**src/rtl/assert_macros.svh**
```systemverilog
// Assertion helpers shared by the RTL files that carry checks.
`ifndef ASSERT_MACROS_SVH
`define ASSERT_MACROS_SVH

// Same-cycle implication, disabled while reset is asserted.
`define ASSERT_SAME(lbl, clk, rstn, ante, cons, msg) \
  lbl: assert property (@(posedge clk) disable iff (!rstn) (ante) |-> (cons)) \
    else $error(msg);

// Next-cycle implication, disabled while reset is asserted.
`define ASSERT_NEXT(lbl, clk, rstn, ante, cons, msg) \
  lbl: assert property (@(posedge clk) disable iff (!rstn) (ante) |=> (cons)) \
    else $error(msg);

`endif

```
**src/rtl/srf_pkg.sv**
```systemverilog
`default_nettype none
package srf_pkg;

  // Number formatting.
  localparam int MAX_DIGITS = 10;
  localparam int NUM_DIGITS = 10;               // digits of a 33-bit magnitude
  localparam int MAG_W      = 33;
  localparam int BCD_W      = 4 * NUM_DIGITS;
  localparam int DAB_STEPS  = 3;                // shift-add-3 steps per cycle
  localparam int DAB_CYCLES = MAG_W / DAB_STEPS;
  localparam int DAB_CW     = $clog2(DAB_CYCLES + 1);
  localparam int DMAX       = (NUM_DIGITS > MAX_DIGITS) ? NUM_DIGITS : MAX_DIGITS;
  localparam int DCW        = $clog2(DMAX + 1);
  localparam int IDX_W      = $clog2(NUM_DIGITS);

  // Field widths.
  localparam int CNT_W  = 30;
  localparam int OP_W   = 4;
  localparam int ERR_W  = 2;
  localparam int CFG_AW = 3;

  localparam logic [CNT_W-1:0] CAP_RESET = 30'd4096;
  localparam logic             REG_CAPACITY = 1'b0;

  // Characters.
  localparam logic [7:0] SEP_FS   = 8'h1c;
  localparam logic [7:0] SEP_GS   = 8'h1d;
  localparam logic [7:0] SEP_RS   = 8'h1e;
  localparam logic [7:0] SEP_US   = 8'h1f;
  localparam logic [7:0] CH_ZERO  = 8'h30;
  localparam logic [7:0] CH_NINE  = 8'h39;
  localparam logic [7:0] CH_MINUS = 8'h2d;

  // Commands.
  localparam logic [OP_W-1:0] OP_START   = 4'd0;
  localparam logic [OP_W-1:0] OP_KEY     = 4'd1;
  localparam logic [OP_W-1:0] OP_TEXT    = 4'd2;
  localparam logic [OP_W-1:0] OP_RSTAT   = 4'd3;
  localparam logic [OP_W-1:0] OP_USNUM   = 4'd4;
  localparam logic [OP_W-1:0] OP_USEMPTY = 4'd5;
  localparam logic [OP_W-1:0] OP_STATUS  = 4'd6;
  localparam logic [OP_W-1:0] OP_STTEXT  = 4'd7;
  localparam logic [OP_W-1:0] OP_FIELD   = 4'd8;
  localparam logic [OP_W-1:0] OP_CLOSE   = 4'd9;

  // Error codes.
  localparam logic [ERR_W-1:0] ERR_NONE     = 2'd0;
  localparam logic [ERR_W-1:0] ERR_INVALID  = 2'd1;
  localparam logic [ERR_W-1:0] ERR_NO_SPACE = 2'd2;

  typedef enum logic {SEQ_IDLE, SEQ_RUN} seq_state_t;

  typedef enum logic [2:0] {ACT_SEP, ACT_DATA, ACT_MINUS, ACT_CONV, ACT_DIGITS} act_t;
  typedef enum logic [1:0] {END_NO, END_YES, END_IF350} endc_t;

  typedef logic [4:0] step_t;

  typedef struct packed {
    act_t       act;
    logic [7:0] lit;
    logic       sgn;
    logic       closing;
    endc_t      endc;
    step_t      nxt;
  } uword_t;

  typedef struct packed {
    logic             done;
    logic             nines;
    logic [DCW-1:0]   first;
    logic [BCD_W-1:0] bcd;
  } b2d_res_t;

  // Microprogram addresses.
  localparam step_t S_START      = 5'd0;
  localparam step_t S_START_CONV = 5'd1;
  localparam step_t S_START_DIG  = 5'd2;
  localparam step_t S_START_US   = 5'd3;
  localparam step_t S_KEY        = 5'd4;
  localparam step_t S_TEXT       = 5'd5;
  localparam step_t S_RS         = 5'd6;
  localparam step_t S_SIG_CONV   = 5'd7;
  localparam step_t S_SIG_MINUS  = 5'd8;
  localparam step_t S_SIG_DIG    = 5'd9;
  localparam step_t S_USN        = 5'd10;
  localparam step_t S_USN_CONV   = 5'd11;
  localparam step_t S_USN_DIG    = 5'd12;
  localparam step_t S_USE        = 5'd13;
  localparam step_t S_GS         = 5'd14;
  localparam step_t S_RS_TEXT    = 5'd15;
  localparam step_t S_FLD        = 5'd16;
  localparam step_t S_FLD_CONV   = 5'd17;
  localparam step_t S_FLD_MINUS  = 5'd18;
  localparam step_t S_FLD_DIG    = 5'd19;
  localparam step_t S_FLD_US     = 5'd20;
  localparam step_t S_CLOSE      = 5'd21;

  function automatic uword_t mk(act_t a, logic [7:0] l, logic s, logic c,
                                endc_t e, step_t n);
    uword_t w;
    w.act     = a;
    w.lit     = l;
    w.sgn     = s;
    w.closing = c;
    w.endc    = e;
    w.nxt     = n;
    return w;
  endfunction

  // Control store.
  function automatic uword_t ucode(step_t a);
    uword_t w;
    case (a)
      S_START:      w = mk(ACT_SEP,    SEP_FS,   1'b0, 1'b0, END_NO,    S_START_CONV);
      S_START_CONV: w = mk(ACT_CONV,   8'h00,    1'b0, 1'b0, END_NO,    S_START_DIG);
      S_START_DIG:  w = mk(ACT_DIGITS, 8'h00,    1'b0, 1'b0, END_IF350, S_START_US);
      S_START_US:   w = mk(ACT_SEP,    SEP_US,   1'b0, 1'b0, END_YES,   S_START);
      S_KEY:        w = mk(ACT_SEP,    SEP_GS,   1'b0, 1'b0, END_YES,   S_START);
      S_TEXT:       w = mk(ACT_DATA,   8'h00,    1'b0, 1'b0, END_YES,   S_START);
      S_RS:         w = mk(ACT_SEP,    SEP_RS,   1'b0, 1'b0, END_NO,    S_SIG_CONV);
      S_SIG_CONV:   w = mk(ACT_CONV,   8'h00,    1'b1, 1'b0, END_NO,    S_SIG_MINUS);
      S_SIG_MINUS:  w = mk(ACT_MINUS,  CH_MINUS, 1'b0, 1'b0, END_NO,    S_SIG_DIG);
      S_SIG_DIG:    w = mk(ACT_DIGITS, 8'h00,    1'b0, 1'b0, END_YES,   S_START);
      S_USN:        w = mk(ACT_SEP,    SEP_US,   1'b0, 1'b0, END_NO,    S_USN_CONV);
      S_USN_CONV:   w = mk(ACT_CONV,   8'h00,    1'b0, 1'b0, END_NO,    S_USN_DIG);
      S_USN_DIG:    w = mk(ACT_DIGITS, 8'h00,    1'b0, 1'b0, END_YES,   S_START);
      S_USE:        w = mk(ACT_SEP,    SEP_US,   1'b0, 1'b0, END_YES,   S_START);
      S_GS:         w = mk(ACT_SEP,    SEP_GS,   1'b0, 1'b0, END_NO,    S_SIG_CONV);
      S_RS_TEXT:    w = mk(ACT_SEP,    SEP_RS,   1'b0, 1'b0, END_YES,   S_START);
      S_FLD:        w = mk(ACT_SEP,    SEP_RS,   1'b0, 1'b0, END_NO,    S_FLD_CONV);
      S_FLD_CONV:   w = mk(ACT_CONV,   8'h00,    1'b1, 1'b0, END_NO,    S_FLD_MINUS);
      S_FLD_MINUS:  w = mk(ACT_MINUS,  CH_MINUS, 1'b0, 1'b0, END_NO,    S_FLD_DIG);
      S_FLD_DIG:    w = mk(ACT_DIGITS, 8'h00,    1'b0, 1'b0, END_NO,    S_FLD_US);
      S_FLD_US:     w = mk(ACT_SEP,    SEP_US,   1'b0, 1'b0, END_YES,   S_START);
      S_CLOSE:      w = mk(ACT_SEP,    SEP_FS,   1'b0, 1'b1, END_YES,   S_START);
      default:      w = mk(ACT_SEP,    8'h00,    1'b0, 1'b0, END_YES,   S_START);
    endcase
    return w;
  endfunction

  // Entry point of each command's routine.
  function automatic step_t op_entry(logic [OP_W-1:0] op);
    step_t s;
    case (op)
      OP_START:   s = S_START;
      OP_KEY:     s = S_KEY;
      OP_TEXT:    s = S_TEXT;
      OP_RSTAT:   s = S_RS;
      OP_USNUM:   s = S_USN;
      OP_USEMPTY: s = S_USE;
      OP_STATUS:  s = S_GS;
      OP_STTEXT:  s = S_RS_TEXT;
      OP_FIELD:   s = S_FLD;
      OP_CLOSE:   s = S_CLOSE;
      default:    s = S_START;
    endcase
    return s;
  endfunction

endpackage
`default_nettype wire

```
**src/rtl/srf_b2d.sv**
```systemverilog
`default_nettype none
// Binary to BCD converter, shift-add-3 with several steps per cycle.
module srf_b2d
  import srf_pkg::*;
(
  input  wire logic             clk,
  input  wire logic             rst_n,
  input  wire logic             start,
  input  wire logic [MAG_W-1:0] mag,
  output b2d_res_t              res
);

  logic              busy_r, busy_nxt;
  logic              done_r, done_nxt;
  logic [DAB_CW-1:0] cnt_r, cnt_nxt;
  logic [MAG_W-1:0]  mag_r, mag_nxt;
  logic [BCD_W-1:0]  bcd_r, bcd_nxt;
  logic [BCD_W-1:0]  b;
  logic [MAG_W-1:0]  m;
  logic [DCW-1:0]    hi;

  always_comb begin
    b = bcd_r;
    m = mag_r;
    for (int s = 0; s < DAB_STEPS; s++) begin
      for (int d = 0; d < NUM_DIGITS; d++) begin
        if (b[4*d +: 4] >= 4'd5) begin
          b[4*d +: 4] = b[4*d +: 4] + 4'd3;
        end
      end
      b = {b[BCD_W-2:0], m[MAG_W-1]};
      m = {m[MAG_W-2:0], 1'b0};
    end

    busy_nxt = busy_r;
    done_nxt = 1'b0;
    cnt_nxt  = cnt_r;
    mag_nxt  = mag_r;
    bcd_nxt  = bcd_r;
    if (start) begin
      busy_nxt = 1'b1;
      cnt_nxt  = DAB_CW'(DAB_CYCLES);
      mag_nxt  = mag;
      bcd_nxt  = '0;
    end else if (busy_r) begin
      bcd_nxt = b;
      mag_nxt = m;
      cnt_nxt = cnt_r - 1'b1;
      if (cnt_r == DAB_CW'(1)) begin
        busy_nxt = 1'b0;
        done_nxt = 1'b1;
      end
    end
  end

  // Position of the leading nonzero digit; zero prints as a single digit.
  always_comb begin
    hi = '0;
    for (int i = 0; i < NUM_DIGITS; i++) begin
      if (bcd_r[4*i +: 4] != 4'd0) begin
        hi = DCW'(i);
      end
    end
    res.done  = done_r;
    res.nines = (hi >= DCW'(MAX_DIGITS));
    res.first = res.nines ? DCW'(MAX_DIGITS - 1) : hi;
    res.bcd   = bcd_r;
  end

  always_ff @(posedge clk) begin
    if (!rst_n) begin
      busy_r <= 1'b0;
      done_r <= 1'b0;
      cnt_r  <= '0;
    end else begin
      busy_r <= busy_nxt;
      done_r <= done_nxt;
      cnt_r  <= cnt_nxt;
    end
    mag_r <= mag_nxt;
    bcd_r <= bcd_nxt;
  end

endmodule
`default_nettype wire

```
**src/rtl/separator_record_framer_unit.sv**
```systemverilog
`default_nettype none
// Separator record framer.
// Commands arrive on the in_ stream (in_tuser holds the command code, in_tdata
// the number and the text byte) and each one turns into a run of result items
// on the out_ stream, at most one message byte per item, the final item of a
// run flagged by out_tlast. A command that only raises or reports an error
// gives a single item with no byte. Capacity is set through the cfg_ APB port,
// to be written only while the block is idle; the block does not enforce this.
// Commands are handled one at a time by a small microprogram: one control
// word per step emits a separator, the text byte, a minus sign or the digits
// of a number, or runs the number's conversion. Plain bytes go out one per
// cycle while the output is not held. A numeric step first runs the binary to
// decimal converter, and a new command is accepted once the sequencer is idle
// again and the output register has room.
// The results pass through a single output register, which can take a new item
// in the same cycle the waiting one is accepted; when the receiver holds
// out_tready low the sequencer stalls on its next byte and nothing is dropped.
// Reset (rst_n low, synchronous) clears the counters, flags and error state,
// and sets the capacity back to 4096 bytes.
module separator_record_framer_unit
  import srf_pkg::*;
(
  input  wire logic              clk,
  input  wire logic              rst_n,
  // Input stream.
  input  wire logic              in_tvalid,
  output logic                   in_tready,
  input  wire logic [47:0]       in_tdata,   // number[32:0], data_byte[40:33], zero fill
  input  wire logic [3:0]        in_tuser,   // op[3:0]
  // Result stream.
  output logic                   out_tvalid,
  input  wire logic              out_tready,
  output logic [39:0]            out_tdata,  // out_byte[7:0], error[9:8], length[39:10]
  output logic [0:0]             out_tuser,  // byte_valid[0]
  output logic                   out_tlast,
  // Configuration port.
  input  wire logic              cfg_psel,
  input  wire logic              cfg_penable,
  input  wire logic              cfg_pwrite,
  input  wire logic [CFG_AW-1:0] cfg_paddr,
  input  wire logic [31:0]       cfg_pwdata,
  output logic [31:0]            cfg_prdata,
  output logic                   cfg_pready
);

  seq_state_t       state_r, state_nxt;
  step_t            step_r, step_nxt;
  logic             started_r, started_nxt;
  logic [DCW-1:0]   dig_r, dig_nxt;
  logic             nines_r, nines_nxt;
  logic             neg_r, neg_nxt;
  logic [MAG_W-1:0] num_r, num_nxt;
  logic [7:0]       db_r, db_nxt;

  logic [CNT_W-1:0] cap_r;
  logic [CNT_W-1:0] bc_r, bc_nxt;
  logic             header_r, header_nxt;
  logic             closed_r, closed_nxt;
  logic [ERR_W-1:0] err_r, err_nxt;

  logic             ov_r, ov_nxt;
  logic [7:0]       obyte_r, obyte_nxt;
  logic             obv_r, obv_nxt;
  logic             olast_r, olast_nxt;
  logic [ERR_W-1:0] oerr_r, oerr_nxt;
  logic [CNT_W-1:0] olen_r, olen_nxt;

  uword_t           uw;
  b2d_res_t         conv;
  logic             conv_start;
  logic [MAG_W-1:0] conv_mag;
  logic             slot_free;
  logic             cfg_wr;
  logic [OP_W-1:0]  in_op;
  logic             single;
  logic [CNT_W-1:0] single_len;
  logic             emit;
  logic [7:0]       emit_byte;
  logic             step_done;
  logic             fin;
  logic             is350;
  logic [CNT_W-1:0] bc_inc;

  srf_b2d u_b2d (
    .clk   (clk),
    .rst_n (rst_n),
    .start (conv_start),
    .mag   (conv_mag),
    .res   (conv)
  );

  assign cfg_pready = 1'b1;
  assign cfg_wr     = cfg_psel && cfg_penable && cfg_pwrite && (cfg_paddr[2] == REG_CAPACITY);
  assign cfg_prdata = {2'b00, cap_r};

  assign slot_free = !ov_r || out_tready;
  assign in_tready = (state_r == SEQ_IDLE) && slot_free;
  assign in_op     = in_tuser;
  assign uw        = ucode(step_r);
  assign is350     = (num_r[31:0] == 32'd350);
  assign bc_inc    = bc_r + 1'b1;

  // Signed commands print the magnitude of the sign-extended 33-bit value.
  assign conv_mag = (uw.sgn && num_r[MAG_W-1]) ? (~num_r + 1'b1)
                                               : {1'b0, num_r[31:0]};

  always_comb begin
    state_nxt   = state_r;
    step_nxt    = step_r;
    started_nxt = started_r;
    dig_nxt     = dig_r;
    nines_nxt   = nines_r;
    neg_nxt     = neg_r;
    num_nxt     = num_r;
    db_nxt      = db_r;
    bc_nxt      = bc_r;
    header_nxt  = header_r;
    closed_nxt  = closed_r;
    err_nxt     = err_r;
    ov_nxt      = ov_r && !out_tready;
    obyte_nxt   = obyte_r;
    obv_nxt     = obv_r;
    olast_nxt   = olast_r;
    oerr_nxt    = oerr_r;
    olen_nxt    = olen_r;
    conv_start  = 1'b0;
    single      = 1'b0;
    single_len  = '0;
    emit        = 1'b0;
    emit_byte   = 8'h00;
    step_done   = 1'b1;
    fin         = 1'b0;

    if (state_r == SEQ_IDLE) begin
      if (in_tvalid && in_tready) begin
        num_nxt = in_tdata[32:0];
        db_nxt  = in_tdata[40:33];
        if (err_r != ERR_NONE || in_op > OP_CLOSE) begin
          single = 1'b1;
        end else begin
          case (in_op)
            OP_START: begin
              bc_nxt     = '0;
              closed_nxt = 1'b0;
              header_nxt = 1'b1;
              state_nxt  = SEQ_RUN;
            end
            OP_TEXT, OP_FIELD: begin
              if (closed_r) begin
                err_nxt = ERR_INVALID;
                single  = 1'b1;
              end else begin
                if (in_op == OP_FIELD) begin
                  header_nxt = 1'b0;
                end
                state_nxt = SEQ_RUN;
              end
            end
            OP_CLOSE: begin
              header_nxt = 1'b0;
              if (closed_r) begin
                single     = 1'b1;
                single_len = bc_r;
              end else begin
                state_nxt = SEQ_RUN;
              end
            end
            default: begin
              if (!header_r) begin
                err_nxt = ERR_INVALID;
                single  = 1'b1;
              end else begin
                state_nxt = SEQ_RUN;
              end
            end
          endcase
        end
        step_nxt    = op_entry(in_op);
        started_nxt = 1'b0;
        if (single) begin
          ov_nxt    = 1'b1;
          obyte_nxt = 8'h00;
          obv_nxt   = 1'b0;
          olast_nxt = 1'b1;
          oerr_nxt  = err_nxt;
          olen_nxt  = single_len;
        end
      end
    end else begin
      case (uw.act)
        ACT_CONV: begin
          if (!started_r) begin
            conv_start  = 1'b1;
            started_nxt = 1'b1;
            neg_nxt     = uw.sgn && num_r[MAG_W-1];
          end else if (conv.done) begin
            dig_nxt     = conv.first;
            nines_nxt   = conv.nines;
            started_nxt = 1'b0;
            step_nxt    = uw.nxt;
          end
        end
        ACT_MINUS: begin
          if (neg_r) begin
            emit      = slot_free;
            emit_byte = uw.lit;
          end else begin
            step_nxt = uw.nxt;
          end
        end
        ACT_DATA: begin
          emit      = slot_free;
          emit_byte = db_r;
        end
        ACT_DIGITS: begin
          emit      = slot_free;
          step_done = (dig_r == '0);
          emit_byte = nines_r ? CH_NINE
                              : CH_ZERO + {4'b0000, conv.bcd[{dig_r[IDX_W-1:0], 2'b00} +: 4]};
        end
        default: begin
          emit      = slot_free;
          emit_byte = uw.lit;
        end
      endcase

      fin = step_done && (uw.act != ACT_MINUS) &&
            ((uw.endc == END_YES) || ((uw.endc == END_IF350) && is350));

      if (emit) begin
        ov_nxt = 1'b1;
        if (bc_r >= cap_r) begin
          // Out of room: the run ends with an empty item carrying the error.
          err_nxt   = ERR_NO_SPACE;
          obyte_nxt = 8'h00;
          obv_nxt   = 1'b0;
          olast_nxt = 1'b1;
          oerr_nxt  = ERR_NO_SPACE;
          olen_nxt  = '0;
          state_nxt = SEQ_IDLE;
        end else begin
          bc_nxt    = bc_inc;
          obyte_nxt = emit_byte;
          obv_nxt   = 1'b1;
          olast_nxt = fin;
          oerr_nxt  = err_r;
          olen_nxt  = (uw.closing && fin) ? bc_inc : '0;
          if (uw.closing) begin
            closed_nxt = 1'b1;
          end
          if (fin) begin
            state_nxt = SEQ_IDLE;
          end else if (step_done) begin
            step_nxt = uw.nxt;
          end else begin
            dig_nxt = dig_r - 1'b1;
          end
        end
      end
    end
  end

  always_ff @(posedge clk) begin
    if (!rst_n) begin
      state_r   <= SEQ_IDLE;
      step_r    <= S_START;
      started_r <= 1'b0;
      cap_r     <= CAP_RESET;
      bc_r      <= '0;
      header_r  <= 1'b0;
      closed_r  <= 1'b0;
      err_r     <= ERR_NONE;
      ov_r      <= 1'b0;
    end else begin
      state_r   <= state_nxt;
      step_r    <= step_nxt;
      started_r <= started_nxt;
      if (cfg_wr) begin
        cap_r <= cfg_pwdata[CNT_W-1:0];
      end
      bc_r      <= bc_nxt;
      header_r  <= header_nxt;
      closed_r  <= closed_nxt;
      err_r     <= err_nxt;
      ov_r      <= ov_nxt;
    end
    dig_r   <= dig_nxt;
    nines_r <= nines_nxt;
    neg_r   <= neg_nxt;
    num_r   <= num_nxt;
    db_r    <= db_nxt;
    obyte_r <= obyte_nxt;
    obv_r   <= obv_nxt;
    olast_r <= olast_nxt;
    oerr_r  <= oerr_nxt;
    olen_r  <= olen_nxt;
  end

  assign out_tvalid   = ov_r;
  assign out_tdata    = {olen_r, oerr_r, obyte_r};
  assign out_tuser[0] = obv_r;
  assign out_tlast    = olast_r;

`include "assert_macros.svh"

  // A message byte never pushes the count past the capacity.
  `ASSERT_SAME(a_count_in_cap, clk, rst_n, ov_r && obv_r, bc_r <= cap_r, "byte count past capacity")
  // An item that reports an error carries no message byte.
  `ASSERT_SAME(a_err_no_byte, clk, rst_n, ov_r && (oerr_r != ERR_NONE), !obv_r, "error item with byte")
  // Errors stay until reset.
  `ASSERT_NEXT(a_err_sticky, clk, rst_n, err_r != ERR_NONE, err_r == $past(err_r), "error changed")
  // The converter is started only from a conversion step of a running command.
  `ASSERT_SAME(a_conv_start, clk, rst_n, conv_start,
               (state_r == SEQ_RUN) && (uw.act == ACT_CONV), "stray conversion start")

endmodule
`default_nettype wire
```
**config.mk**
```make
export PLATFORM = sky130hd
export DESIGN_NAME = separator_record_framer_unit
export DESIGN_NICKNAME = d
export VERILOG_FILES = /design/src/rtl/srf_pkg.sv /design/src/rtl/srf_b2d.sv /design/src/rtl/separator_record_framer_unit.sv
export VERILOG_INCLUDE_DIRS = /design/src /design/src/rtl
export SDC_FILE = /design/constraint.sdc
export NUM_CORES = 1
export LEC_CHECK = 0
export ABC_AREA = 0
export BUFFER_PORTS_ARGS = -buffer_cell sky130_fd_sc_hd__buf_4
export CAP_MARGIN = 20
export CORE_ASPECT_RATIO = 1.4
export CORE_MARGIN = 1
export CORE_UTILIZATION = 40
export CTS_CLUSTER_SIZE = 20
export DETAILED_ROUTE_END_ITERATION = 10
export GPL_ROUTABILITY_DRIVEN = 0
export PLACE_DENSITY = 0.63
export SLEW_MARGIN = 0
export SYNTH_ARGS = -nofsm -noshare
export SYNTH_HDL_FRONTEND = slang
export SYNTH_SLANG_ARGS = --single-unit
```
**constraint.sdc**
```tcl
create_clock -name clk -period 4 [get_ports clk]
set_clock_uncertainty 0.15 [all_clocks]
set_input_delay 0.4 -clock clk [delete_from_list [all_inputs] [get_ports clk]]
set_output_delay 0.4 -clock clk [all_outputs]
set_load 0.005 [all_outputs]
```
==> results.sh <==
export IMPL_rsz0062_at_grt="no"
export IMPL_grt_pass1_wl_um=68800
export IMPL_ios=171
export IMPL_clock_sinks=257
export IMPL_die_h_um=237
export IMPL_overflow=0
export IMPL_post_cts_buffers=0
export IMPL_critPathKind="flop to flop"
export IMPL_rows=85
export IMPL_drtIter0Drc=814
export IMPL_dp_hpwl_um=30800
export IMPL_syn_area_um2=15800
export IMPL_seq_area_frac_synth_pct=40.2
export IMPL_startpoint_type="flop"
export IMPL_syn_inst=1791
export IMPL_p_leak_nw=7.77
export IMPL_synthTopCellsByCount="nand2_1, nor2_1, a21oi_1"
export IMPL_synthTopCellsByArea="edfxtp_1, dfxtp_1, ha_1"
export IMPL_avgRoutedWirePerCell_um=16.7
export IMPL_critical_path_arrival_ns=3.98
export IMPL_yosysWarningCount=0
export IMPL_clkTransAtPathRegs_ns=0.06
export IMPL_r2r_cells=12
export IMPL_ir_worst_vdd_mv=0.338
export IMPL_synth_seq_cells=257
export IMPL_hold_start="rst_n"
export IMPL_timing_rr_end="uw[12]"
export IMPL_cellPowerDensity_nw_per_um2=706
export IMPL_finalWirelength_um=42700
export IMPL_relSlewSlack_pct=32.1
export IMPL_synth_area_leader_cell="edfxtp_1"
export IMPL_finalHoldViolations=0
export IMPL_htree_levels=1
export IMPL_chipWidth_um=170
export IMPL_critical_path_max_stage_delay_ns=0.57
export IMPL_clock_root_buffer="clkbuf_16"
export IMPL_syn2layout_area_growth_pct=22.9
export IMPL_cts_buffer_depth=3
export IMPL_ant_nets=0
export IMPL_timing_final_max_slew_violations=0
export IMPL_tritoncts="done"
export IMPL_clock_latency_ns=0.56
export IMPL_numCtsBuffers=28
export IMPL_synth_edf_count=122
export IMPL_slowest_stage="or4b_1"
export IMPL_port_buffers=156
export IMPL_first_pass_iters=6
export IMPL_drc=0
export IMPL_grt_pass1_vias=13719
export IMPL_yosys_most_used_dff="dfxtp_1"
export IMPL_vias=13821
export IMPL_nFillCells=3596
export IMPL_hp_class="input port to flop"
export IMPL_hold_end="uw[0]"
export IMPL_coreArea_um2=38700
export IMPL_hold_path_depth=2
export IMPL_tightest_slew_ns=1.02
export IMPL_initial_utilization_pct=40.9
export IMPL_worstPathMaxFanout=6
export IMPL_antenna_found_initial=1
export IMPL_synthArstFlopShare_pct=0
export IMPL_setup_tns_ns=0
export IMPL_status="completed"
export IMPL_drive_above_1_share_pct=15.4
export IMPL_dieArea_um2=40400
export IMPL_grt_max_degree=77
export IMPL_worstSetupStartpoint="num_r[9]"
export IMPL_end_kind="flop"
export IMPL_synth_cell_types=91
export IMPL_grt_usage_pct=21.2
export IMPL_fin_crit_ns=3.70
export IMPL_yosys_cell_count_top_type="nand2_1"
export IMPL_final_nets=2216
export IMPL_setup_viol=0
export IMPL_required_ns=4.28
export IMPL_dp_cells=2438
export IMPL_via_per_inst=5.39
export IMPL_path_cells="or4b_1, nor3_2, nand4_4, o211a_4, and4_1, a211oi_2, and2_1, inv_1, ha_1, o21ai_0, a32oi_1, o211ai_1"
export IMPL_drv_cap=0
export IMPL_fmax_mhz=270
export IMPL_stdcell_count=2563
export IMPL_syn_avg_cell_area_um2=8.84
export IMPL_synth_top_area_share_pct=23.1
export IMPL_finalCritPeriodShare_pct=92.5
export IMPL_r2r_start="num_r[9]"
export IMPL_r2r_slack_ns=0.30
==> sequential cells by signal, indices dropped and copies added, names as in the netlist, 5 cells and up <==
signal / count
bc_r: 30
cap_r: 30
db_r: 8
num_r: 33
obyte_r: 8
olen_r: 30
step_r: 5
u_b2d.bcd_r: 40
u_b2d.mag_r: 33
uw: 17
==> routing by layer <==
layer,GRT usage (%),part of all wire [%],vias up
met3,3.20,4.9,80
met5,0,0,-
met2,39.6,52,349
met1,23.7,39,6568
li1,-,-,6824
met4,8.54,3.3,0
==> worst max-delay path, delay by kind of cell, from the launching register on <==
kind,cells,cell delay (ns)
buffers and inverters,1,0.08
AO/OA/AOI/OAI,5,1.07
flip-flops,1,0.44
AND/OR/NAND/NOR,5,1.45
adder cells (fa/ha/maj),1,0.39
==> through the flow <==
| step | utilization, % | setup slack (ns) | hold WS [ns] | total power [mW] | cell area [um^2] |
|---|---|---|---|---|---|
| final | 50.3 | 0.301 | 0.0337 | 13.7 | 19500 |
| after detailed placement | 45.8 | 0.184 | 0.321 | 11.0 | 17700 |
| after global placement | 45.8 | 0.286 | 0.312 | 10.6 | 17700 |
| after CTS | 50.2 | 0.155 | 0.0128 | 13.8 | 19400 |
| after floorplan | - | 0.112 | 0.307 | 9.31 | 15800 |
| after global routing | 50.3 | 0.0324 | 0.0276 | 14.9 | 19500 |
==> timing repair <==
item	CTS	global route
hold buffers	72	0
hold endpoints to repair	71	0
resized for setup	0	5
endpoints found under the setup margin	0	8
==> how the worst max path moves through the flow <==
| stage | slack [ns] | depth (start not counted) | end |
|---|---|---|---|
| after floorplan | 0.11 | 15 | uw[12] |
| after global placement | 0.29 | 12 | uw[12] |
| after detailed placement | 0.18 | 12 | uw[12] |
| after CTS | 0.16 | 12 | uw[12] |
| after global routing | 0.03 | 14 | uw[12] |
| final | 0.30 | 12 | uw[12] |
==> area by class of cell <==
cell class                      count  area [um^2]  share of cell area, %
Clock inverter                     11         97.6                  0.501
Tap cell                          522          653                   3.36
Antenna cell                        1         2.50                 0.0129
Timing Repair Buffer              273         2250                   11.6
Multi-Input combinational cell   1350         8780                   45.1
Clock buffer                       41          902                   4.64
Sequential cell                   257         6370                   32.7
Inverter                          108          405                   2.08
==> layout by cell type, fill, tap and decap left out, types with 21 or more instances in the layout <==
cell	instances
a211oi_1	27
a21oi_1	163
and3_1	23
buf_4	199
clkbuf_16	35
dfxtp_1	133
dlygate4sd3_1	72
edfxtp_1	122
ha_1	104
inv_1	103
mux2i_1	65
nand2_1	215
nand2b_1	40
nand3_1	26
nor2_1	178
nor2b_1	41
nor3_1	34
nor3b_1	21
o21ai_0	105
o31ai_1	26
xnor2_1	52
==> logic make-up after synthesis <==
logic type               count (synthesis)  share of synthesized area [%]
AND/OR/NAND/NOR                        647                           19.6
AO/OA/AOI/OAI                          441                           17.4
flip-flops                             257                           40.2
buffers and inverters                  186                           4.56
adder cells (fa/ha/maj)                104                           8.21
multiplexers                            85                           6.10
XOR/XNOR                                69                           3.82
other                                    2                         0.0474
==> power by group <==
part | internal [mW] | leakage (nW) | total (mW) | switching (mW)
Combinational | 3.37 | 5.01 | 7.36 | 3.99
Clock | 1.64 | 0.496 | 2.76 | 1.12
Sequential | 3.17 | 2.27 | 3.62 | 0.453
Total | 8.19 | 7.77 | 13.7 | 5.56
Power figures use the tool's default switching activity.
